[src/hw/rtl/tgbb_pkg.sv]
`timescale 1ns / 1ps
package tgbb_pkg;

  // stream widths
  localparam int IN_TDATA_W  = 104;
  localparam int IN_TUSER_W  = 2;
  localparam int OUT_TDATA_W = 152;
  localparam int CFG_INDEX_W = 2;

  // input opcodes (tuser bit 0)
  localparam logic OP_LOAD    = 1'b0;
  localparam logic OP_MEASURE = 1'b1;

  // configuration register indexes
  localparam logic [CFG_INDEX_W-1:0] CFG_START_MIN_X = 2'd0;
  localparam logic [CFG_INDEX_W-1:0] CFG_START_MIN_Y = 2'd1;
  localparam logic [CFG_INDEX_W-1:0] CFG_START_MAX_X = 2'd2;
  localparam logic [CFG_INDEX_W-1:0] CFG_START_MAX_Y = 2'd3;

  localparam logic signed [15:0] BOX_MIN_RST = 16'sh7FFF;
  localparam logic signed [15:0] BOX_MAX_RST = 16'sh8000;

  // character codes
  localparam logic [7:0] TAB_CODE   = 8'd9;
  localparam logic [7:0] FIRST_CODE = 8'd32;
  localparam logic [8:0] END_CODE   = 9'd128;

  // pen, 6 fractional bits
  localparam int PEN_W = 22;
  localparam logic [PEN_W-1:0] PEN_MAX = 22'h3FFFFF;
  localparam logic [PEN_W-1:0] TAB_STOP0 = 22'(150 * 64);
  localparam logic [PEN_W-1:0] TAB_STOP1 = 22'(210 * 64);
  localparam logic [PEN_W-1:0] TAB_STOP2 = 22'(270 * 64);
  localparam logic [PEN_W-1:0] TAB_STOP3 = 22'(330 * 64);

  localparam int QUEUE_DEPTH = 4;
  localparam int QPTR_W      = 2;

  typedef enum logic [1:0] {
    KIND_LOAD,
    KIND_TAB,
    KIND_GLYPH,
    KIND_OTHER
  } kind_t;

  // one glyph table entry
  typedef struct packed {
    logic [8:0]         left;
    logic [8:0]         top;
    logic [8:0]         right;
    logic [8:0]         bottom;
    logic signed [15:0] off_x;
    logic signed [15:0] off_y;
    logic [15:0]        advance;
  } glyph_t;

  // classified item handed from front to back
  typedef struct packed {
    kind_t              kind;
    logic               start;
    logic signed [15:0] off_x;
    logic signed [9:0]  span_x;
    logic signed [15:0] quad_top;
    logic signed [15:0] quad_bottom;
    logic [15:0]        advance;
  } work_t;

  typedef struct packed {
    logic               quad_valid;
    logic [PEN_W-1:0]   pen_position;
    logic signed [15:0] quad_bottom;
    logic signed [15:0] quad_right;
    logic signed [15:0] quad_top;
    logic signed [15:0] quad_left;
    logic signed [15:0] box_max_y;
    logic signed [15:0] box_max_x;
    logic signed [15:0] box_min_y;
    logic signed [15:0] box_min_x;
  } result_t;

  function automatic logic signed [15:0] sat16(input logic signed [18:0] v);
    if (v > 19'sd32767) begin
      sat16 = 16'sh7FFF;
    end else if (v < -19'sd32768) begin
      sat16 = 16'sh8000;
    end else begin
      sat16 = v[15:0];
    end
  endfunction

endpackage

[src/hw/rtl/tgbb_queue.sv]
`timescale 1ns / 1ps
module tgbb_queue (
  input  logic            clk,
  input  logic            rst_n,
  input  logic            push,
  input  tgbb_pkg::work_t push_data,
  output logic            full,
  input  logic            pop,
  output logic            head_valid,
  output tgbb_pkg::work_t head_data
);

  tgbb_pkg::work_t slots [tgbb_pkg::QUEUE_DEPTH];

  logic [tgbb_pkg::QPTR_W-1:0] wr_ptr_r, wr_ptr_nxt, rd_ptr_r, rd_ptr_nxt;
  logic [tgbb_pkg::QPTR_W:0]   count_r, count_nxt;

  assign full       = count_r == (tgbb_pkg::QPTR_W + 1)'(tgbb_pkg::QUEUE_DEPTH);
  assign head_valid = count_r != '0;
  assign head_data  = slots[rd_ptr_r];

  always_comb begin
    wr_ptr_nxt = push ? wr_ptr_r + 1'b1 : wr_ptr_r;
    rd_ptr_nxt = pop ? rd_ptr_r + 1'b1 : rd_ptr_r;
    count_nxt  = count_r;
    if (push && !pop) begin
      count_nxt = count_r + 1'b1;
    end else if (pop && !push) begin
      count_nxt = count_r - 1'b1;
    end
  end

  always_ff @(posedge clk) begin
    if (!rst_n) begin
      wr_ptr_r <= '0;
      rd_ptr_r <= '0;
      count_r  <= '0;
    end else begin
      wr_ptr_r <= wr_ptr_nxt;
      rd_ptr_r <= rd_ptr_nxt;
      count_r  <= count_nxt;
    end
  end

  always_ff @(posedge clk) begin
    if (push) begin
      slots[wr_ptr_r] <= push_data;
    end
  end

endmodule

[config.mk]
export PLATFORM = sky130hd
export DESIGN_NAME = tgbb_queue
export DESIGN_NICKNAME = d
export VERILOG_FILES = /design/src/hw/rtl/tgbb_pkg.sv /design/src/hw/rtl/tgbb_queue.sv
export SDC_FILE = /design/constraint.sdc
export NUM_CORES = 1
export LEC_CHECK = 0
export ABC_AREA = 1
export BUFFER_PORTS_ARGS = -buffer_cell sky130_fd_sc_hd__buf_2
export CORE_MARGIN = 2
export CORE_UTILIZATION = 45
export CTS_BUF_LIST = sky130_fd_sc_hd__clkbuf_2
export CTS_CLUSTER_DIAMETER = 30
export DETAILED_ROUTE_END_ITERATION = 8
export PLACE_DENSITY_LB_ADDON = 0.1
export SLEW_MARGIN = 20
export SYNTH_ARGS = -nofsm -noshare
export SYNTH_HDL_FRONTEND = slang
export SYNTH_SLANG_ARGS = --single-unit
[constraint.sdc]
create_clock -name clk -period 2.3 [get_ports clk]
set_input_delay 0.115 -clock clk [delete_from_list [all_inputs] [get_ports clk]]
set_output_delay 0.115 -clock clk [all_outputs]
set_load 0.1 [all_outputs]
# Word-level counts from Yosys, hierarchy flattened
# Memories as Yosys holds them, arrays and structs flattened. A register that Yosys moved wholly into a read port is not among the register bits.
# Index checks and enable logic that the tools add are counted.
[word_totals]
elab_cells = 21
n_memories = 1
inputBits = 81
register_bits = 7
ram_bits = 308
[op_classes]
n_eq_ne = 1
addsub = 4
n_mux = 6
n_reduce_logical = 6
[mem_list]
columns = ["memory", "words", "width", "read_ports", "rd_ports_with_merged_regs", "write_ports", "line_no", "text"]
rows = [
  ["slots", 4, 77, 1, 1, 1, "tgbb_queue.sv:13", "tgbb_pkg::work_t slots [tgbb_pkg::QUEUE_DEPTH];"],
]
[ops]
columns = ["cell", "count"]
rows = [
  ["$mux 3", 2],
  ["$add 2x1->2 const B", 2],
  ["$mux 2", 2],
  ["$add 3x1->3 const B", 1],
  ["$eq 3x3->1 const B", 1],
  ["$reduce_bool 3->1", 1],
  ["$sub 3x1->3 const B", 1],
  ["$logic_and 1x1->1", 2],
  ["$logic_not 1->1", 2],
  ["$mux 1", 2],
  ["$reduce_bool 2->1", 1],
]

# Logic depth before layout (Yosys ltp)
# Gate-level depths: netlist of run 1.
[depth]
depth_word = 4
depth_mapped = 10
mapped_depth_nobuf = 10

# Worst setup path before layout of run 1
# OpenSTA, ideal clock, no wires.
[synth_timing]
kind = "reg2out"
start = "register count_r[1] (netlist name)"
end = "output port full"
path_buffers = 0
stages_incl_launch_ff = 2
slack_ps = -223
t_arrival_ps = 2408
cell_sequence = "dfxtp_1 -> nor3_1"
[synth_via]
elab_chain_cells = 1
[synth_lines]
columns = ["element", "line_no", "text"]
rows = [
  ["start, declared", "tgbb_queue.sv:16", "logic [tgbb_pkg::QPTR_W:0] count_r, count_nxt;"],
  ["start signal, assigned", "tgbb_queue.sv:41", "count_r <= count_nxt;"],
  ["$eq 3x3->1", "tgbb_queue.sv:18", "assign full = count_r == (tgbb_pkg::QPTR_W + 1)'(tgbb_pkg::QUEUE_DEPTH);"],
  ["end, declared", "tgbb_queue.sv:7", "output logic full,"],
]
# No other way between the ends.

==> results of run 1 <==
==> how the worst max path moves through the flow <==
stage | endpoint | slack [ps] | cells past startpoint
2_1_floorplan | slots[0][0] | 100 | 4
3_3_place_gp | head_data[68] | 510 | 5
3_5_place_dp | head_data[1] | 500 | 5
4_1_cts | head_data[10] | -80 | 6
5_1_grt | head_data[64] | -120 | 7
6_report | head_data[66] | 10 | 7
==> cell families after synthesis <==
family                     count (synthesis)  share of synthesized area
adders and majority gates                  6                   0.006962
AOI/OAI and AO/OA                        241                     0.1103
and+or+nand+nor                          173                    0.05517
buffers and inverters                     66                    0.03259
DFF                                      317                     0.7949
==> sequential cells by signal, indices dropped and copies added (netlist names), named ones only <==
register,count
rd_ptr_r,2
slots,308
count_r,3
wr_ptr_r,2
==> metrics by stage <==
stage / setup TNS, ps / area, um^2
finish: 0 / 18080
global route: -5528 / 18080
CTS: -2031 / 17370
detailed placement: 0 / 14680
global placement: 0 / 14680
floorplan: 0 / 12360
==> power breakdown <==
group / leakage (nW) / switching, W / internal (W) / total [W]
clock network: 0.528 / 0.00210 / 0.00139 / 0.00349
registers: 2.91 / 0.0000736 / 0.00659 / 0.00666
logic: 3.21 / 0.00252 / 0.00147 / 0.00399
total: 6.64 / 0.00469 / 0.00944 / 0.0141
==> layout make-up <==
cell class | instances | area, um^2 | share of cell area
Inverter | 17 | 95.09 | 0.005258
Sequential cell | 317 | 9439 | 0.5219
Tap cell | 335 | 419.2 | 0.02318
Clock buffer | 122 | 610.6 | 0.03376
Timing Repair inverter | 6 | 78.83 | 0.004359
Antenna cell | 2 | 5.005 | 0.0002767
Clock inverter | 11 | 56.30 | 0.003113
Timing Repair Buffer | 359 | 4523 | 0.2501
Multi-Input combinational cell | 420 | 2858 | 0.1580
==> cells in the final DEF, fill, tap and decap left out, drive strengths merged <==
cell type    count
edfxtp         308
buf            202
nor2           160
o21ai          160
dlygate4sd3    147
clkbuf         132
o22ai           77
inv             19
nand2           10
clkinv           9
dfxtp            9
clkinvlp         6
ha               5
a21oi            4
diode            2
nor3             1
nand3            1
nand4            1
fa               1
==> repair_timing <==
action                     4_1_cts  5_1_grt
hold endpoints to repair       348        7
cloned                          13       16
pin swaps                       16       67
hold buffers                   147        2
setup buffers                   10        2
setup endpoints to repair       77       78
gates resized for setup         58      178
==> per-layer routing <==
metal,GRT usage,part of all wire,up-vias
met5,0,0.00040,-
met4,0.06147,0.011,2
met3,0.05338,0.065,44
met2,0.3641,0.48,300
met1,0.2914,0.44,4226
li1,-,-,3903
==> results.txt, run 1 <==
WHS Endpoint -> slots[0][23]
DRC -> 0
Die Span Y -> 166.4 um
Final WL -> 32.27 mm
Clk pin slew, worst setup/hold paths -> 100 ps
Data arrival, critical path -> 2170 ps
Post-placement cell count -> 1267
Crit-path max cell delay -> 400 ps
Status -> finished, final reports clean
GRT Total Usage -> 0.2194
Required @ worst endpoint -> 2180 ps
I/O pins -> 160
Skew final -> 89.51 ps
Iter 0 DRT Violations -> 504
Core area -> 25980 um^2
Worst hold slack -> 100.1 ps
Critical Path Fanout Max -> 8
Mapped Avg Cell Area -> 14.77 um^2
Area Growth Syn to Fin -> 52.47%
Pwr Density -> 781.8 nW/um^2
Post-synthesis register bit count -> 317
CP max-delay cell -> dfxtp_4
Initial Util -> 0.4565
Worst Setup Start Kind -> flop
Max rail drop VDD -> 0.4795 mV
Post-synth EDFFs -> 308
Syn. warnings -> 0
Final Hold Fails -> 0
Critical path type -> reg -> out
Root buf cell -> clkbuf_2
Top-area cell type share of the netlist area -> 0.7797
Most area-consuming cells after synthesis -> edfxtp_1 (78%), o21ai_0 (6.5%), nor2_1 (5.1%)
# rows -> 59
Post-Place Setup Slack -> 496.5 ps
Syn Nets -> 890
Die width -> 166.4 um
IO buf count -> 159
Layout cell share with drive strength beyond 1 -> 0.3954
Worst r2r src -> wr_ptr_r[0]
CP bufs+invs -> 5
Clk sink count -> 317
Worst r2r path cells -> 5
CTS Buf Count -> 80
Synth cell count leaders -> edfxtp_1 (308), nor2_1 (160), o21ai_0 (155)
Via Count -> 8475
P_leak -> 6.639 nW
CP Capture Type -> output pin
Hold_sp -> push_data[23]
Fillers -> 1804
Clock tree from TritonCTS -> done
Worst Hold Class -> in -> reg
Max Clk Rate -> 437.3 MHz
Tot Pwr -> 0.01414 W
Clk buf depth -> 3
FFs w/ async S/R, synth -> 0
Min Clock Period, post-route -> 2287 ps
Non-filler cells, final -> 1589
Total overflow reported by the global router -> 0
DR WL/cell -> 20.31 um
Worst-Skew Late Latency -> 830 ps
WHS Path Cells -> 2
Flop-to-flop setup slack -> 590 ps
Largest net degree at the start of global routing -> 44
First-pass GRT wire length -> 47.38 mm
Worst-path cell chain -> buf_16 -> inv_16 -> buf_12 -> buf_16 -> nor2_1 -> o22ai_2 -> buf_12
Post-Syn Instances -> 803
CTS H-Tree Depth -> 3
HPWL after DPL -> 14.70 mm
Final #Nets -> 1288
Final setup margin -> 13.39 ps
GP Congestion -> 0.7012
Rel. slew slack -> 0.6096
Ys flop type -> edfxtp_1
Layout Utilization -> 0.6960
Final worst path period share -> 0.9942
Routed Antenna Nets -> 0
TritonRoute pass-1 iters -> 5
Most instantiated library cell after synthesis -> edfxtp_1
RSZ-0062 raised after global routing -> true
Cell accounting for the most synthesized area -> edfxtp_1
Worst Max-Slew Pin Slew -> 585.5 ps
Seq/Total Area, Yosys -> 0.7949
Max-slew violation count -> 0
Vias in the first global route -> 8768
Vias per cell -> 5.334
Final setup fails -> 0
Reg2reg end -> slots[2][48]
Mapped Area -> 11860 um^2
Die area -> 27670 um^2
Top delay family on crit path -> buffers and inverters
Max-cap violations -> 0
Synth cell types -> 24
Initial antenna violation count -> 3
No activity file was read; power rests on OpenSTA's default activity.
==> run 2, diff against run 1 <==
==> constraint.sdc (replaced) <==
create_clock -name clk -period 2.3 [get_ports clk]
set_input_delay 0.46 -clock clk [delete_from_list [all_inputs] [get_ports clk]]
set_output_delay 0.46 -clock clk [all_outputs]
set_load 0.1 [all_outputs]
==> run 2 against run 1 <==
The run now ends with negative setup slack left. Core utilization shrank 3.6 points. Combinational power shrank 6.5%. Clock skew shrank 25 ps. Final area shrank 5.1%. Global-route usage shrank 1.5 points. Hold slack gained 260 ps. Critical path depth shrank 1. Critical endpoint is now head_data[52]. Largest power group unchanged.
==> results.txt, run 2 (synthesis results as in run 1) <==
Status -> finished, violations left
Failing checks -> negative setup slack
Top delay family on crit path -> buffers and inverters
Final setup fails -> 77
Largest registers -> slots: 308 flops, count_r: 3 flops
Area Growth Syn to Fin -> 44.66%
DR top layer -> met4
CTS Buf Count -> 80
First-pass GRT wire length -> 43.79 mm
Post-Place Setup Slack -> 401.2 ps
# rows -> 59
Initial Util -> 0.4565
WHS Endpoint -> slots[1][15]
Final #Nets -> 1209
I/O pins -> 160
Worst-Skew Late Latency -> 850 ps
Crit-path max cell delay -> 440 ps
TritonRoute pass-1 iters -> 4
RSZ-0062 raised after global routing -> true
Critical path type -> reg -> out
HPWL after DPL -> 14.11 mm
Met3 wire length -> 1.678 mm
Die area -> 27670 um^2
Final setup margin -> -336.0 ps
Core area -> 25980 um^2
Met2 wire length -> 14.68 mm
Worst-path cell chain -> buf_12 -> buf_12 -> buf_16 -> o21ai_1 -> o22ai_2 -> buf_12
Fillers -> 1887
GP Congestion -> 0.7019
CP Capture Type -> output pin
Largest net degree at the start of global routing -> 62
Clock tree from TritonCTS -> done
Layout cell share with drive strength beyond 1 -> 0.3720
Met1 WL -> 13.12 mm
Worst Max-Slew Pin Slew -> 468.1 ps
Max-cap violations -> 0
P_leak -> 6.268 nW
Worst Setup Start Kind -> flop
Iter 0 DRT Violations -> 576
Die width -> 166.4 um
Reg2reg end -> slots[2][72]
Data arrival, critical path -> 2180 ps
Max-slew violation count -> 0
Total overflow reported by the global router -> 0
Required @ worst endpoint -> 1840 ps
Leading cell type in the layout, fill and taps excluded -> edfxtp_1
Pwr Density -> 845.5 nW/um^2
Most frequent CP cell -> buf_12
Worst r2r src -> wr_ptr_r[0]
Flop-to-flop setup slack -> 570 ps
DR WL/cell -> 19.74 um
Skew final -> 64.49 ps
Final worst path period share -> 1.146
GRT Total Usage -> 0.2047
Vias in the first global route -> 8092
Setup TNS -> -21940 ps
Min Clock Period, post-route -> 2636 ps
Most frequent cells in the layout -> edfxtp_1 (308), nor2_1 (157), clkbuf_2 (100)
Initial antenna violation count -> 3
Root buf cell -> clkbuf_2
Clk sink count -> 317
Worst Hold Class -> in -> reg
Routed Antenna Nets -> 0
Clk buf depth -> 3
Clk pin slew, worst setup/hold paths -> 100 ps
Rel. slew slack -> 0.6873
Max reg flops -> 308
Vias per cell -> 5.240
Hold_sp -> push_data[15]
Worst r2r path cells -> 5
IO buf count -> 159
WHS Path Cells -> 2
Critical Path Fanout Max -> 7
Final Hold Fails -> 0
CTS H-Tree Depth -> 3
Via Count -> 7954
Max Clk Rate -> 379.4 MHz
Largest Register -> slots
Max rail drop VDD -> 0.4716 mV
CP bufs+invs -> 4
DRC -> 0
Layout Utilization -> 0.6603
Final WL -> 29.96 mm
Die Span Y -> 166.4 um
CP max-delay cell -> dfxtp_4
run 2: worst max path at each step:
stage                 from       endpoint  depth (start not counted)
2_1_floorplan  wr_ptr_r[0]    slots[0][0]                          4
3_3_place_gp          flop   head_data[0]                          4
3_5_place_dp          flop   head_data[0]                          4
4_1_cts               flop  head_data[16]                          5
5_1_grt               flop  head_data[51]                          6
6_report              flop  head_data[52]                          6
run 2: per-layer routing:
layer | track usage | vias to the layer above
met5 | 0 | -
li1 | - | 3753
met2 | 0.3343 | 239
met4 | 0.07271 | 0
met3 | 0.04719 | 39
met1 | 0.2718 | 3923
run 2: report_power, final:
part	leakage, nW	total [W]	internal (W)	switching, W
Combinational	2.80	0.00373	0.00132	0.00241
Sequential	2.90	0.00665	0.00659	0.0000678
Clock	0.569	0.00412	0.00190	0.00222
run 2: through the flow:
step / instances / cell area [um^2] / total power [W] / hold slack, ps
after floorplan: 803 / 12360 / 0.008898 / 411.5
after global placement: 1268 / 14740 / 0.01011 / 464.3
after detailed placement: 1268 / 14740 / 0.01013 / 467.3
after CTS: 1497 / 16650 / 0.01448 / 256.1
after global routing: 1518 / 17160 / 0.01511 / 264.7
final: 1518 / 17160 / 0.01451 / 356.4
run 2: final cells by class:
cell class / instances / area [um^2] / share of cell area
diodes: 3 / 7.507 / 0.0004375
clock buffers: 100 / 500.5 / 0.02917
clock inverters: 40 / 331.6 / 0.01932
inverters: 17 / 96.34 / 0.005615
multi-input cells: 420 / 2674 / 0.1558
flip-flops and latches: 317 / 9437 / 0.5499
well taps: 335 / 419.2 / 0.02443
repair buffers: 286 / 3694 / 0.2153
run 2: worst register-to-register path, cell delays in order (launching register included):
cell	delay, ps
dfxtp_1	370
inv_1	100
ha_1	200
nand2_1	100
clkinvlp_4	340
buf_12	320
run 2: timing repair:
action,CTS,global route
endpoints found under the hold margin,317,0
buffers inserted,2,6
gates cloned,6,12
gates resized for setup,59,84
hold buffers,81,0
endpoints found under the setup margin,79,77
pin swaps,10,41
==> run 3, diff against run 2 <==
- SKIP_LAST_GASP: not set -> 1
- clock period: 2.3 -> 2.86 ns (I/O delays scaled with it)
==> run 3 against run 2 <==
The run now ends clean. Die area unchanged. Largest power group unchanged. Sequential share of layout area grew 0.57 points. Critical path depth shrank 1. Count of clock-buffer cells in the layout is 15 higher. Critical path type unchanged.
==> results.txt, run 3 (synthesis results as in run 1) <==
# rows -> 59
CP max-delay cell -> dfxtp_4
Most frequent cells in the layout -> edfxtp_1 (308), nor2_1 (159), o21ai_0 (136)
Status -> finished, final reports clean
Worst Setup Start Kind -> flop
Critical Path End -> head_data[9]
Root buf cell -> clkbuf_2
Final Hold Fails -> 0
Vias in the first global route -> 8002
Setup TNS -> 0 ps
Post-Place Setup Slack -> 728.7 ps
Max reg flops -> 308
Worst Hold Class -> in -> reg
DRC -> 0
Clk sink count -> 317
Critical path type -> reg -> out
Initial Util -> 0.4565
Largest net degree at the start of global routing -> 78
Die area -> 27670 um^2
Worst Max-Slew Pin Slew -> 599.7 ps
Via Count -> 7959
Max rail drop VDD -> 0.3633 mV
GP Congestion -> 0.6990
Worst-path cell chain -> buf_6 -> buf_16 -> o21ai_0 -> o22ai_2 -> buf_12
Flop-to-flop setup slack -> 950 ps
Final WL -> 29.92 mm
Placed Area -> 14390 um^2
Fillers -> 1916
Die width -> 166.4 um
Largest registers -> slots: 308 flops, count_r: 3 flops
Area Growth Syn to Fin -> 43.19%
Clk pin slew, worst setup/hold paths -> 100 ps
Die Span Y -> 166.4 um
Leading cell type in the layout, fill and taps excluded -> edfxtp_1
Layout cell share with drive strength beyond 1 -> 0.3557
DR WL/cell -> 19.79 um
Vias per cell -> 5.264
Core area -> 25980 um^2
CP bufs+invs -> 3
CTS Buf Count -> 78
Iter 0 DRT Violations -> 567
P_leak -> 6.296 nW
Final worst path period share -> 0.9781
Routed Antenna Nets -> 0
Skew final -> 43.15 ps
Critical Path Fanout Max -> 9
Largest Register -> slots
Clk buf depth -> 3
Worst r2r src -> wr_ptr_r[0]
HPWL after DPL -> 14.11 mm
CTS H-Tree Depth -> 3
Top delay family on crit path -> buffers and inverters
Clock tree from TritonCTS -> done
RSZ-0062 raised after global routing -> true
Final setup margin -> 62.60 ps
Data arrival, critical path -> 2230 ps
I/O pins -> 160
Final #Nets -> 1203
Finished Cell Area -> 16980 um^2
Initial antenna violation count -> 2
Max-cap violations -> 0
Reg2reg end -> slots[2][53]
Total overflow reported by the global router -> 0
Rel. slew slack -> 0.5997
CP Depth -> 5
IO buf count -> 159
Worst r2r path cells -> 5
Max Clk Rate -> 357.5 MHz
Required @ worst endpoint -> 2290 ps
Min Clock Period, post-route -> 2797 ps
Worst-Skew Late Latency -> 840 ps
Tot Pwr -> 0.01166 W
GRT Total Usage -> 0.2066
First-pass GRT wire length -> 43.84 mm
TritonRoute pass-1 iters -> 5
Pwr Density -> 686.7 nW/um^2
Max-slew violation count -> 0
Final setup fails -> 0
CP Capture Type -> output pin
Hold_sp -> pop
Crit-path max cell delay -> 420 ps
run 3: cell types whose count changed in the layout (fill, tap and decap cells not counted), moves of 3 or more:
cell,before,now
o21ai_1,53,20
buf_16,8,14
o21ai_2,25,4
buf_12,95,87
clkinvlp_4,7,0
clkinv_1,23,15
clkbuf_2,100,115
o21ai_0,79,136
o21ai_4,3,0
run 3: area by class of cell:
type | instances | area (um^2) | share of cell area
Tap cell | 335 | 419.2 | 0.02468
Antenna cell | 2 | 5.005 | 0.0002947
Inverter | 17 | 92.59 | 0.005452
Sequential cell | 317 | 9437 | 0.5556
Clock inverter | 24 | 249.0 | 0.01466
Timing Repair inverter | 1 | 8.758 | 0.0005157
Multi-Input combinational cell | 420 | 2544 | 0.1498
Clock buffer | 115 | 575.6 | 0.03389
Timing Repair Buffer | 281 | 3654 | 0.2151
run 3: metrics by stage:
step / hold WS, ps / std cells / utilization
2_1_floorplan: 411.5 / 803 / -
3_3_place_gp: 449.2 / 1264 / 0.5537
3_5_place_dp: 447.7 / 1264 / 0.5537
4_1_cts: 33.48 / 1502 / 0.6433
5_1_grt: 60.18 / 1512 / 0.6536
6_report: 120.0 / 1512 / 0.6536
run 3: per-layer routing:
layer	vias up	global-route usage	wire length, um
met1	3924	0.2683	12740
met5	-	0	0
met2	285	0.3469	15040
met3	33	0.04981	1862
met4	0	0.06409	282
li1	3717	-	-
run 3: worst min-delay path: cells and delay by family:
kind / cells / cell delay (ps)
buf+inv: 1 / 110
compound gates: 1 / 110
simple gates: 1 / 90
run 3: worst min-delay path by stage:
stage,cells past startpoint,endpoint,slack (ps)
3_3_place_gp,1,flop,450
5_1_grt,3,rd_ptr_r[0],60
4_1_cts,3,rd_ptr_r[0],30
2_1_floorplan,1,flop,410
6_report,3,rd_ptr_r[0],120
3_5_place_dp,1,flop,450
run 3: power breakdown:
part / internal, W / switching [W] / leakage, nW
Combinational: 0.00104 / 0.00193 / 2.79
Sequential: 0.00530 / 0.0000517 / 2.90
Clock: 0.00161 / 0.00173 / 0.598
run 3: repair_timing:
item	4_1_cts	5_1_grt
hold buffers	79	0
pin swaps	16	22
gates resized for setup	63	40
buffers inserted	11	0
hold endpoints to repair	313	0
setup endpoints to repair	77	73
cloned	9	8
