### src/hw/rtl/tgbb_pkg.sv
`timescale 1ns / 1ps
package tgbb_pkg;

  // stream widths
  localparam int IN_TDATA_W  = 104;
  localparam int IN_TUSER_W  = 2;
  localparam int OUT_TDATA_W = 152;
  localparam int CFG_INDEX_W = 2;

  // input opcodes (tuser bit 0)
  localparam logic OP_LOAD    = 1'b0;
  localparam logic OP_MEASURE = 1'b1;

  // configuration register indexes
  localparam logic [CFG_INDEX_W-1:0] CFG_START_MIN_X = 2'd0;
  localparam logic [CFG_INDEX_W-1:0] CFG_START_MIN_Y = 2'd1;
  localparam logic [CFG_INDEX_W-1:0] CFG_START_MAX_X = 2'd2;
  localparam logic [CFG_INDEX_W-1:0] CFG_START_MAX_Y = 2'd3;

  localparam logic signed [15:0] BOX_MIN_RST = 16'sh7FFF;
  localparam logic signed [15:0] BOX_MAX_RST = 16'sh8000;

  // character codes
  localparam logic [7:0] TAB_CODE   = 8'd9;
  localparam logic [7:0] FIRST_CODE = 8'd32;
  localparam logic [8:0] END_CODE   = 9'd128;

  // pen, 6 fractional bits
  localparam int PEN_W = 22;
  localparam logic [PEN_W-1:0] PEN_MAX = 22'h3FFFFF;
  localparam logic [PEN_W-1:0] TAB_STOP0 = 22'(150 * 64);
  localparam logic [PEN_W-1:0] TAB_STOP1 = 22'(210 * 64);
  localparam logic [PEN_W-1:0] TAB_STOP2 = 22'(270 * 64);
  localparam logic [PEN_W-1:0] TAB_STOP3 = 22'(330 * 64);

  localparam int QUEUE_DEPTH = 4;
  localparam int QPTR_W      = 2;

  typedef enum logic [1:0] {
    KIND_LOAD,
    KIND_TAB,
    KIND_GLYPH,
    KIND_OTHER
  } kind_t;

  // one glyph table entry
  typedef struct packed {
    logic [8:0]         left;
    logic [8:0]         top;
    logic [8:0]         right;
    logic [8:0]         bottom;
    logic signed [15:0] off_x;
    logic signed [15:0] off_y;
    logic [15:0]        advance;
  } glyph_t;

  // classified item handed from front to back
  typedef struct packed {
    kind_t              kind;
    logic               start;
    logic signed [15:0] off_x;
    logic signed [9:0]  span_x;
    logic signed [15:0] quad_top;
    logic signed [15:0] quad_bottom;
    logic [15:0]        advance;
  } work_t;

  typedef struct packed {
    logic               quad_valid;
    logic [PEN_W-1:0]   pen_position;
    logic signed [15:0] quad_bottom;
    logic signed [15:0] quad_right;
    logic signed [15:0] quad_top;
    logic signed [15:0] quad_left;
    logic signed [15:0] box_max_y;
    logic signed [15:0] box_max_x;
    logic signed [15:0] box_min_y;
    logic signed [15:0] box_min_x;
  } result_t;

  function automatic logic signed [15:0] sat16(input logic signed [18:0] v);
    if (v > 19'sd32767) begin
      sat16 = 16'sh7FFF;
    end else if (v < -19'sd32768) begin
      sat16 = 16'sh8000;
    end else begin
      sat16 = v[15:0];
    end
  endfunction

endpackage

### src/hw/rtl/tgbb_back.sv
`timescale 1ns / 1ps
module tgbb_back (
  input  logic                                clk,
  input  logic                                rst_n,
  input  logic                                cfg_valid,
  input  logic [tgbb_pkg::CFG_INDEX_W-1:0]    cfg_index,
  input  logic [15:0]                         cfg_data,
  input  logic                                head_valid,
  input  tgbb_pkg::work_t                     head_data,
  output logic                                pop,
  output logic                                out_tvalid,
  input  logic                                out_tready,
  output tgbb_pkg::result_t                   out_result
);

  logic signed [15:0] start_min_x_r, start_min_y_r, start_max_x_r, start_max_y_r;
  logic signed [15:0] min_x_r, min_y_r, max_x_r, max_y_r;
  logic signed [15:0] min_x_nxt, min_y_nxt, max_x_nxt, max_y_nxt;
  logic [tgbb_pkg::PEN_W-1:0] pen_r, pen_nxt, pen_base;
  logic out_v_r;
  tgbb_pkg::result_t res_r, res_nxt;

  logic signed [15:0] bmin_x, bmin_y, bmax_x, bmax_y;
  logic signed [23:0] sum_x;
  logic signed [17:0] rx;
  logic signed [18:0] rxw;
  logic signed [15:0] q0, q1, q2, q3;
  logic [tgbb_pkg::PEN_W:0] pen_add;
  logic [tgbb_pkg::PEN_W-1:0] pen_tab;
  logic is_glyph;

  assign pop        = head_valid && (!out_v_r || out_tready);
  assign out_tvalid = out_v_r;
  assign out_result = res_r;

  // base state, string start restarts pen and box
  assign pen_base = head_data.start ? '0 : pen_r;
  assign bmin_x   = head_data.start ? start_min_x_r : min_x_r;
  assign bmin_y   = head_data.start ? start_min_y_r : min_y_r;
  assign bmax_x   = head_data.start ? start_max_x_r : max_x_r;
  assign bmax_y   = head_data.start ? start_max_y_r : max_y_r;

  // quad x from pen plus offset, floored
  assign sum_x = $signed({2'b0, pen_base}) + {{8{head_data.off_x[15]}}, head_data.off_x};
  assign rx    = sum_x[23:6];
  assign rxw   = {rx[17], rx} + {{9{head_data.span_x[9]}}, head_data.span_x};
  assign q0    = tgbb_pkg::sat16({rx[17], rx});
  assign q2    = tgbb_pkg::sat16(rxw);
  assign q1    = head_data.quad_top;
  assign q3    = head_data.quad_bottom;

  assign pen_add  = {1'b0, pen_base} + {7'b0, head_data.advance};
  assign is_glyph = head_data.kind == tgbb_pkg::KIND_GLYPH;

  always_comb begin
    if (pen_base < tgbb_pkg::TAB_STOP0) begin
      pen_tab = tgbb_pkg::TAB_STOP0;
    end else if (pen_base < tgbb_pkg::TAB_STOP1) begin
      pen_tab = tgbb_pkg::TAB_STOP1;
    end else if (pen_base < tgbb_pkg::TAB_STOP2) begin
      pen_tab = tgbb_pkg::TAB_STOP2;
    end else if (pen_base < tgbb_pkg::TAB_STOP3) begin
      pen_tab = tgbb_pkg::TAB_STOP3;
    end else begin
      pen_tab = pen_base;
    end
  end

  always_comb begin
    min_x_nxt = bmin_x;
    min_y_nxt = bmin_y;
    max_x_nxt = bmax_x;
    max_y_nxt = bmax_y;
    pen_nxt   = pen_base;
    case (head_data.kind)
      tgbb_pkg::KIND_LOAD: begin
        min_x_nxt = min_x_r;
        min_y_nxt = min_y_r;
        max_x_nxt = max_x_r;
        max_y_nxt = max_y_r;
        pen_nxt   = pen_r;
      end
      tgbb_pkg::KIND_TAB: begin
        pen_nxt = pen_tab;
      end
      tgbb_pkg::KIND_GLYPH: begin
        if (q0 < min_x_nxt) min_x_nxt = q0;
        if (q2 < min_x_nxt) min_x_nxt = q2;
        if (q1 < min_y_nxt) min_y_nxt = q1;
        if (q3 < min_y_nxt) min_y_nxt = q3;
        if (q0 > max_x_nxt) max_x_nxt = q0;
        if (q2 > max_x_nxt) max_x_nxt = q2;
        if (q1 > max_y_nxt) max_y_nxt = q1;
        if (q3 > max_y_nxt) max_y_nxt = q3;
        pen_nxt = pen_add[tgbb_pkg::PEN_W] ? tgbb_pkg::PEN_MAX : pen_add[tgbb_pkg::PEN_W-1:0];
      end
      default: begin
      end
    endcase
  end

  always_comb begin
    res_nxt.box_min_x    = min_x_nxt;
    res_nxt.box_min_y    = min_y_nxt;
    res_nxt.box_max_x    = max_x_nxt;
    res_nxt.box_max_y    = max_y_nxt;
    res_nxt.quad_left    = is_glyph ? q0 : '0;
    res_nxt.quad_top     = is_glyph ? q1 : '0;
    res_nxt.quad_right   = is_glyph ? q2 : '0;
    res_nxt.quad_bottom  = is_glyph ? q3 : '0;
    res_nxt.pen_position = pen_nxt;
    res_nxt.quad_valid   = is_glyph;
  end

  always_ff @(posedge clk) begin
    if (!rst_n) begin
      start_min_x_r <= tgbb_pkg::BOX_MIN_RST;
      start_min_y_r <= tgbb_pkg::BOX_MIN_RST;
      start_max_x_r <= tgbb_pkg::BOX_MAX_RST;
      start_max_y_r <= tgbb_pkg::BOX_MAX_RST;
    end else if (cfg_valid) begin
      case (cfg_index)
        tgbb_pkg::CFG_START_MIN_X: start_min_x_r <= cfg_data;
        tgbb_pkg::CFG_START_MIN_Y: start_min_y_r <= cfg_data;
        tgbb_pkg::CFG_START_MAX_X: start_max_x_r <= cfg_data;
        tgbb_pkg::CFG_START_MAX_Y: start_max_y_r <= cfg_data;
        default: begin
        end
      endcase
    end
  end

  always_ff @(posedge clk) begin
    if (!rst_n) begin
      min_x_r <= tgbb_pkg::BOX_MIN_RST;
      min_y_r <= tgbb_pkg::BOX_MIN_RST;
      max_x_r <= tgbb_pkg::BOX_MAX_RST;
      max_y_r <= tgbb_pkg::BOX_MAX_RST;
      pen_r   <= '0;
      out_v_r <= 1'b0;
    end else begin
      if (pop) begin
        min_x_r <= min_x_nxt;
        min_y_r <= min_y_nxt;
        max_x_r <= max_x_nxt;
        max_y_r <= max_y_nxt;
        pen_r   <= pen_nxt;
        out_v_r <= 1'b1;
      end else if (out_tready) begin
        out_v_r <= 1'b0;
      end
    end
  end

  always_ff @(posedge clk) begin
    if (pop) begin
      res_r <= res_nxt;
    end
  end

endmodule

### config.mk
export PLATFORM = sky130hd
export DESIGN_NAME = tgbb_back
export DESIGN_NICKNAME = d
export VERILOG_FILES = /design/src/hw/rtl/tgbb_pkg.sv /design/src/hw/rtl/tgbb_back.sv
export SDC_FILE = /design/constraint.sdc
export NUM_CORES = 1
export LEC_CHECK = 0
export ABC_AREA = 1
export BUFFER_PORTS_ARGS = -buffer_cell sky130_fd_sc_hd__buf_2
export CORE_ASPECT_RATIO = 0.6
export CORE_MARGIN = 3
export CORE_UTILIZATION = 45
export DETAILED_ROUTE_END_ITERATION = 7
export SYNTH_ARGS = -nofsm -noshare
export SYNTH_HDL_FRONTEND = slang
export SYNTH_SLANG_ARGS = --single-unit
### constraint.sdc
create_clock -name clk -period 23.2 [get_ports clk]
set_clock_uncertainty 0.2 [all_clocks]
set_input_delay 3.48 -clock clk [delete_from_list [all_inputs] [get_ports clk]]
set_output_delay 3.48 -clock clk [all_outputs]
set_load 0.005 [all_outputs]
# After elaboration in Yosys (flattened, before gate mapping)
# Cells that the tools add are included.
# totals
regBits	302
output_inout_bits	153
in_bits	100
word_cells	87
# classes
reduce_logical	10
add_sub_neg	3
muxes	33
order_cmp	16
n_eq_ne	5
# op_table
op	n
$mux 16	20
$mux 22	6
$pmux 16 s2	4
$pmux 22 s3	1
$gt 16x16->1	4
$lt 16x16->1	4
$lt 22x14->1 const B	2
$lt 22x15->1 const B	2
$add 23x16->24	1
$add 22x16->23	1
$add 18x10->19	1
$gt 19x16->1 const B	1
$lt 19x16->1 const B	1
$gt 18x16->1 const B	1
$lt 18x16->1 const B	1
$reduce_and 2->1	4
$eq 2x2->1 const B	3
$eq 2x1->1 const B	2
$logic_not 2->1	2
$mux 1	2
$reduce_bool 2->1	1
$logic_and 1x1->1	1
$logic_not 1->1	1
$logic_or 1x1->1	1

# Depth between registers and ports, before layout
# Gate-level depths: netlist (run 1).
# depth
ltp_word	11
mapped_depth	55

# Least setup slack after synthesis (run 1)
# No wires, ideal clock.
# synth_timing
path_type	input to register
start	input port head_data[74] in the netlist's numbering
end	register max_x_r[12]
path_buffers	5
path_slack_ps	12567
arrival_ps	10318
cell_stages	44
setup_time_ps	115
t_required_ps	22885
path_cell_list	buf_4 clkbuf_1 clkbuf_1 nor2_1 ha_1 nand2_1 o21bai_1 nand3_1 nand3_2 a31oi_1 o21ai_0 a21oi_1 nor3_1 nor2_1 nor3_1 nor3_1 xor2_1 ha_1 [... 8 more ...] clkbuf_1 nand2_1 ha_1 nand2_1 inv_1 a221oi_1 o211ai_1 nand2_1 o2111ai_1 xnor2_1 a21boi_0 inv_1 clkbuf_1 a21oi_1 o21ai_0 o221ai_1 o21ai_0 inv_1
# synth_via
elab_cells_between_ends	18
classes_between	add/sub (2); order compare (6); mux (10)
# synth_lines
element	line	rtl
start, declared	tgbb_back.sv:9	input tgbb_pkg::work_t head_data,
$mux 22 (*)	tgbb_back.sv:37	assign pen_base = head_data.start ? '0 : pen_r;
$add 23x16->24 (*)	tgbb_back.sv:44	assign sum_x = $signed({2'b0, pen_base}) + {{8{head_data.off_x[15]}}, head_data.off_x};
$add 18x10->19 (*)	tgbb_back.sv:46	assign rxw = {rx[17], rx} + {{9{head_data.span_x[9]}}, head_data.span_x};
$lt 19x16->1	tgbb_pkg.sv:84	end else if (v < -19'sd32768) begin
$mux 16	tgbb_pkg.sv:84	
$mux 16 (*)	tgbb_pkg.sv:82	if (v > 19'sd32767) begin
via q2[3]	tgbb_back.sv:27	logic signed [15:0] q0, q1, q2, q3;
$gt 16x16->1 (*)	tgbb_back.sv:92	if (q2 > max_x_nxt) max_x_nxt = q2;
$mux 16 (*)	tgbb_back.sv:92	
$pmux 16 s2 (*)	tgbb_back.sv:75	case (head_data.kind)
via max_x_nxt[12]	tgbb_back.sv:18	logic signed [15:0] min_x_nxt, min_y_nxt, max_x_nxt, max_y_nxt;
end signal, assigned	tgbb_back.sv:137	max_x_r <= tgbb_pkg::BOX_MAX_RST;
end signal, assigned	tgbb_back.sv:145	max_x_r <= max_x_nxt;
end, declared	tgbb_back.sv:17	logic signed [15:0] min_x_r, min_y_r, max_x_r, max_y_r;
# The timed path passes the listed nets; every way through them passes the cells marked *. The select of a mux whose other input is x is not followed.
# A chain may end at the register's enable or synchronous reset.

# Worst setup path after layout (run 1)
# layout_timing
start	input port head_data[74] in the netlist's numbering
end	register max_x_r[9]
# layout_via
elab_chain_cells	11
elab_cells_between_ends	18
classes_between	add/sub (2); order compare (6); mux (10)
# layout_lines
element	line	rtl
$mux 22 (*)	tgbb_back.sv:37	
$add 23x16->24 (*)	tgbb_back.sv:44	
$lt 18x16->1	tgbb_pkg.sv:84	
$mux 16	tgbb_pkg.sv:84	
$mux 16 (*)	tgbb_pkg.sv:82	
via q0[3]	tgbb_back.sv:27	
$gt 16x16->1	tgbb_back.sv:91	if (q0 > max_x_nxt) max_x_nxt = q0;
$mux 16 (*)	tgbb_back.sv:91	
$mux 16 (*)	tgbb_back.sv:75	
$gt 16x16->1	tgbb_back.sv:92	
$mux 16 (*)	tgbb_back.sv:92	
$pmux 16 s2 (*)	tgbb_back.sv:75	
via max_x_nxt[9]	tgbb_back.sv:18	
# Marked as above.

==> results of run 1 <==
-- final cells by class --
cell class / count / area share [%]
tap: 579 / 3.14
sequential: 302 / 32.8
inverter: 345 / 5.65
clock inverter: 14 / 0.473
timing repair buffer: 268 / 6.01
multi-input combinational: 1971 / 48.1
clock buffer: 42 / 3.86
-- registers in the layout (all words and copies together), names as in the netlist, 16 cells and up --
| signal | flops |
|---|---|
| out_result | 151 |
| pen_r | 22 |
| max_x_r | 16 |
| max_y_r | 16 |
| min_x_r | 16 |
| min_y_r | 16 |
| start_max_x_r | 16 |
| start_max_y_r | 16 |
| start_min_x_r | 16 |
| start_min_y_r | 16 |
-- cell usage in the layout (no fill, tap or decap), types with 13 or more instances in the layout --
cell and n:
o221ai_1 27, clkbuf_16 33, nand2_1 599, nand3_2 19, a22oi_1 13, ha_1 154
o211ai_1 18, nor3_1 21, mux2i_1 29, or2_2 14, o21ai_0 259, xor2_1 30
nand3_1 129, nand4_1 13, nand2_2 43, a211oi_1 20, inv_2 15, edfxtp_1 151
buf_4 17, nor2_1 235, a21oi_1 234, buf_2 251, a31oi_1 17, dfxtp_1 151
inv_1 327
-- power by group through the flow --
stage	registers [mW]	clock network, mW	logic [mW]
2_1_floorplan	0.654	0	0.533
4_1_cts	0.646	0.512	0.758
3_5_place_dp	0.657	0	0.754
6_report	0.646	0.504	0.774
3_3_place_gp	0.657	0	0.746
5_1_grt	0.651	0.532	0.862
-- worst max-delay path by stage --
stage,to,slack [ns],depth (start not counted)
2_1_floorplan,max_x_r[12],12.57,44
3_3_place_gp,out_result[47],11.56,43
3_5_place_dp,max_x_r[12],11.23,44
4_1_cts,max_x_r[10],11.83,44
5_1_grt,max_x_r[10],10.73,44
6_report,max_x_r[9],11.65,46
-- cell families after synthesis --
family	after synthesis	share of synthesized area, %
adder cells (fa/ha/maj)	156	9.61
buffers and inverters	462	9.18
flip-flops	302	36.9
AO/OA/AOI/OAI	639	17.6
multiplexers	29	1.42
XOR/XNOR	42	1.80
AND/OR/NAND/NOR	1105	23.4
-- per-stage QoR --
step                      cell area [µm²]  instances
after floorplan                     20500       2735
after global placement              22000       3465
after detailed placement            22000       3465
after CTS                           23000       3521
after global routing                23000       3521
final                               23000       3521
-- worst reg2reg max path: cells and delay by family, from the launching register on --
family	cells	cell delay (ns)
compound gates	16	2.99
xor+xnor	3	0.37
fa+ha+maj	3	0.95
buf+inv	7	1.54
flops	1	0.31
simple gates	14	1.84
-- metal layers --
layer  vias up  routed length (µm)  GRT usage (%)
met3       104                8160           7.54
met4         4                1630           7.27
met5         -                  27              0
met2       948               30000           43.5
li1       9566                   -              -
met1      9359               35900           46.7
==> impl_metrics.json, run 1 <==
{
  "status": "finished with violations",
  "violations": "DRC",
  "clock.fmax_mhz": 86.6,
  "synth.most_common_cell": "nand2_1",
  "io_buffers": 252,
  "regToRegSetupSlack_ns": 14.86,
  "layout_min_cycle_time_ns": 11.55,
  "die_w_um": 281,
  "powerDensity_nw_per_um2": 83.5,
  "power_frac_seq_pct": 33.6,
  "drv_cap": 0,
  "synth_top_area_share_pct": 22.2,
  "first_global_vias": 18677,
  "cts.sinks": 302,
  "gp_congestion": 0.967,
  "period_share_pct": 49.8,
  "min-delay-start": "start_min_y_r[14]",
  "crit_family": "buffers and inverters",
  "cp-end-kind": "flip-flop",
  "timing.rr.start": "pen_r[1]",
  "cp_max_fo": 33,
  "coreArea_um2": 44100,
  "cp-start-kind": "input port",
  "clockBufferDepth": 3,
  "netlist_instances": 2735,
  "max-slew-margin-rel_pct": 15.2,
  "tritoncts": "done",
  "yosysSeqAreaShare_pct": 36.9,
  "syn_nets": 2991,
  "cts.clk_slew.worst_paths_ns": 0.07,
  "die_h_um": 171,
  "drt-pass1-iter-count": 8,
  "ys.flop_type": "edfxtp_1",
  "yosys-top-cells-area": "edfxtp_1 22%, dfxtp_1 15%, nand2_1 11%, ha_1 9.4%, o21ai_0 6.3%",
  "yosysUniqueCellTypes": 62,
  "hold_slack_ns": 0.257,
  "crit_slowest_cell": "inv_1",
  "critPathRequiredTime_ns": 23.48,
  "cts-root-buf": "clkbuf_16",
  "synth_area_um2": 20500,
  "cp.arrival_ns": 11.83,
  "initial_core_util_pct": 46.4,
  "synth-edff-count": 151,
  "ctsResizeCount": 0,
  "synth_area_leader_cell": "edfxtp_1",
  "critPathMostFrequentCell": "nand2_1",
  "syn_avg_cell_area_um2": 7.48,
  "p_leak_nw": 11.1,
  "rows": 59,
  "path_class": "input port to flip-flop",
  "r2r_end": "max_x_r[9]",
  "avgViaCountPerCell": 5.67,
  "rsz0062_at_grt": "false",
  "min_path_type": "flip-flop to flip-flop",
  "fillers": 4369,
  "grtUsageTotal_pct": 30.7,
  "routedWlPerCell_um": 21.5,
  "syn2layout_area_growth_pct": 12.5,
  "drc": 2,
  "drtAntennaViolNets": 0,
  "ctsHtreeMaxLevel": 1,
  "antenna_cells": 0,
  "antenna_found_initial": 4,
  "ioPinCount": 253,
  "vias": 19981,
  "min_to": "start_min_y_r[14]",
  "holdPathStages": 2,
  "nets": 3174,
  "clk-insertion-delay-late_ns": 0.59,
  "layout_setup_ws_ns": 11.65,
  "p_sw_uw": 783,
  "p_clk_share_pct": 26.2,
  "p_int_mw": 1.14,
  "power_frac_comb_pct": 40.2,
  "cpPeakStageDelay_ns": 0.65,
  "finalSetupViolCount": 0,
  "total_power_mw": 1.92,
  "ys_async_sr_fraction_pct": 0,
  "path_buf_inv": 11,
  "hold_buffers": 0,
  "grt_overflow": 0,
  "yosys-top-cells-count": "601 x nand2_1, 329 x inv_1, 259 x o21ai_0, 236 x nor2_1, 234 x a21oi_1",
  "numCtsBuffers": 30,
  "drv_slew": 0,
  "yosys_warnings": 0,
  "vdd_drop_max_mv": 0.0664,
  "worstRegToRegCells": 43,
  "p_sw_share_pct": 40.7,
  "dpl.hpwl_mm": 57.3,
  "ys_ff_latch": 302,
  "first_iter_violations": 2072,
  "totalWireLength_mm": 75.7,
  "ff_latch_area_um2": 7560,
  "cts_setup_buffers": 0,
  "finalHoldViolCount": 0,
  "die_area_um2": 48200,
  "final.setup.tns_ns": 0,
  "grt_pass1_wl_mm": 113,
  "grt_max_degree": 86,
  "drive_gt1_share_pct": 15.0,
  "fin_util_pct": 52.2,
  "multi_input_area_um2": 11100,
  "crit_start": "head_data[74]",
  "worst_pin_slew_ns": 1.27,
  "dp_slack_ns": 11.23
}
Power figures use the tool's default switching activity.
==> run 2, diff against run 1 <==
- clock period: 23.2 -> 10.8 ns (I/O delays scaled with it)
==> impl_metrics.json, run 2 (synthesized netlist as in run 1, its figures left out) <==
{
  "grt_overflow": 0,
  "critPathMostFrequentCell": "nand2_1",
  "path_class": "input port to flip-flop",
  "clk-insertion-delay-late_ns": 0.61,
  "p_int_mw": 2.45,
  "final_cell_area_um2": 23100,
  "first_global_vias": 18696,
  "p_leak_nw": 11.1,
  "max-slew-margin-rel_pct": 24.5,
  "nets": 3193,
  "total_power_mw": 4.18,
  "coreArea_um2": 44100,
  "vias": 20195,
  "hold_slack_ns": 0.252,
  "drv_cap": 0,
  "dpl.hpwl_mm": 58.5,
  "largest_register_ffs": 151,
  "worst_pin_slew_ns": 1.13,
  "cts-root-buf": "clkbuf_16",
  "layout_common_cells": "599 x nand2_1, 327 x inv_1, 259 x o21ai_0, 251 x buf_2, 235 x nor2_1",
  "tritoncts": "done",
  "cts.sinks": 302,
  "powerDensity_nw_per_um2": 181,
  "drc": 0,
  "die_area_um2": 48200,
  "grt_pass1_wl_mm": 114,
  "fin_cells": 3542,
  "p_sw_mw": 1.73,
  "rsz0062_at_grt": "false",
  "antenna_found_initial": 3,
  "drive_gt1_share_pct": 15.3,
  "drv_slew": 0,
  "path_buf_inv": 10,
  "power_frac_comb_pct": 41.1,
  "ctsHtreeMaxLevel": 1,
  "finalHoldViolCount": 0,
  "numCtsBuffers": 31,
  "io_buffers": 252,
  "totalWireLength_mm": 77.7,
  "crit_family": "compound AO/OA/AOI/OAI gates",
  "clock.fmax_mhz": 105,
  "crit_slowest_cell": "inv_2",
  "min_to": "start_max_x_r[15]",
  "power_frac_seq_pct": 33.2,
  "final_common_cell": "nand2_1",
  "holdPathStages": 2,
  "drtAntennaViolNets": 0,
  "grt_max_degree": 87,
  "r2r_end": "max_x_r[11]",
  "p_clk_share_pct": 25.7,
  "finalSetupViolCount": 0,
  "cp.arrival_ns": 9.80,
  "ctsResizeCount": 0,
  "syn2layout_area_growth_pct": 13.1,
  "routedWlPerCell_um": 21.9,
  "vdd_drop_max_mv": 0.128,
  "cts.clk_slew.worst_paths_ns": 0.07,
  "avgViaCountPerCell": 5.70,
  "die_h_um": 171,
  "gp_congestion": 0.943,
  "regToRegSetupSlack_ns": 2.34,
  "worstRegToRegCells": 39,
  "cts_setup_buffers": 0,
  "status": "completed",
  "layout_min_cycle_time_ns": 9.49,
  "timing.rr.start": "pen_r[18]",
  "hold_buffers": 0,
  "critPathRequiredTime_ns": 11.11,
  "min_path_type": "flip-flop to flip-flop",
  "cp-end-kind": "flip-flop",
  "drt-pass1-iter-count": 6,
  "dp_cells": 3483,
  "initial_core_util_pct": 46.4,
  "grtUsageTotal_pct": 31.3,
  "cpPeakStageDelay_ns": 0.48,
  "min-delay-start": "start_max_x_r[15]",
  "first_iter_violations": 2144,
  "period_share_pct": 87.9,
  "cp_max_fo": 31,
  "cp-start-kind": "input port",
  "final.setup.tns_ns": 0,
  "crit_start": "head_data[74]",
  "die_w_um": 281,
  "rows": 59,
  "ioPinCount": 253,
  "post_dp_cell_area_um2": 22200,
  "clockBufferDepth": 3,
  "p_sw_share_pct": 41.4,
  "fillers": 4409
}
-- run 2: changes by cell type in the layout (fill, tap and decap cells not counted) --
cell,previous run,this run
inv_6,2,0
clkbuf_16,33,31
clkbuf_1,6,11
clkinv_1,2,6
clkinv_4,0,2
clkinv_2,8,2
inv_16,0,1
buf_4,17,35
diode_2,0,1
-- run 2: through the flow --
stage | utilization (%) | setup slack (ns)
floorplan | - | 2.03
global placement | 50.2 | 1.01
detailed placement | 50.2 | 0.896
CTS | 52.4 | 1.51
global route | 52.4 | 0.545
finish | 52.4 | 1.31
-- run 2: cell type report --
class	count	area, µm²	area share, %
clock buffer	45	858	3.71
inverter	345	1300	5.63
antenna	1	2.50	0.0108
clock inverter	13	114	0.492
tap	579	724	3.13
sequential	302	7560	32.6
multi-input combinational	1971	11100	47.8
timing repair buffer	286	1520	6.56
-- run 2: layer usage --
layer / track usage (%) / part of all wire (%) / wire length [µm] / vias up
met5: 0 / 0.035 / 27 / -
met4: 7.49 / 2.5 / 1960 / 4
met3: 8.89 / 11 / 8700 / 121
met2: 43.8 / 39 / 30400 / 946
met1: 47.3 / 47 / 36600 / 9502
li1: - / - / - / 9622
-- run 2: worst max-delay path by stage --
| stage | cells past startpoint | endpoint |
|---|---|---|
| after global placement | 46 | max_x_r[12] |
| after CTS | 43 | max_x_r[12] |
| final | 43 | max_x_r[11] |
| after global routing | 46 | max_x_r[12] |
| after detailed placement | 46 | max_x_r[11] |
| after floorplan | 44 | max_x_r[12] |
-- run 2: worst register-to-register path: cells and delay by family (launching register included) --
family	cells	cell delay [ns]
xor gates and xnor gates	2	0.29
AOI/OAI and AO/OA	12	2.56
adders and majority gates	3	1.06
DFF	1	0.34
buffers and inverters	10	2.10
and+or+nand+nor	12	1.84
-- run 2: power by group through the flow --
stage / logic, mW / clock network, mW / registers (mW)
2_1_floorplan: 1.15 / 0 / 1.40
3_3_place_gp: 1.65 / 0 / 1.41
3_5_place_dp: 1.67 / 0 / 1.41
4_1_cts: 1.68 / 1.09 / 1.39
5_1_grt: 1.91 / 1.13 / 1.40
6_report: 1.72 / 1.07 / 1.39
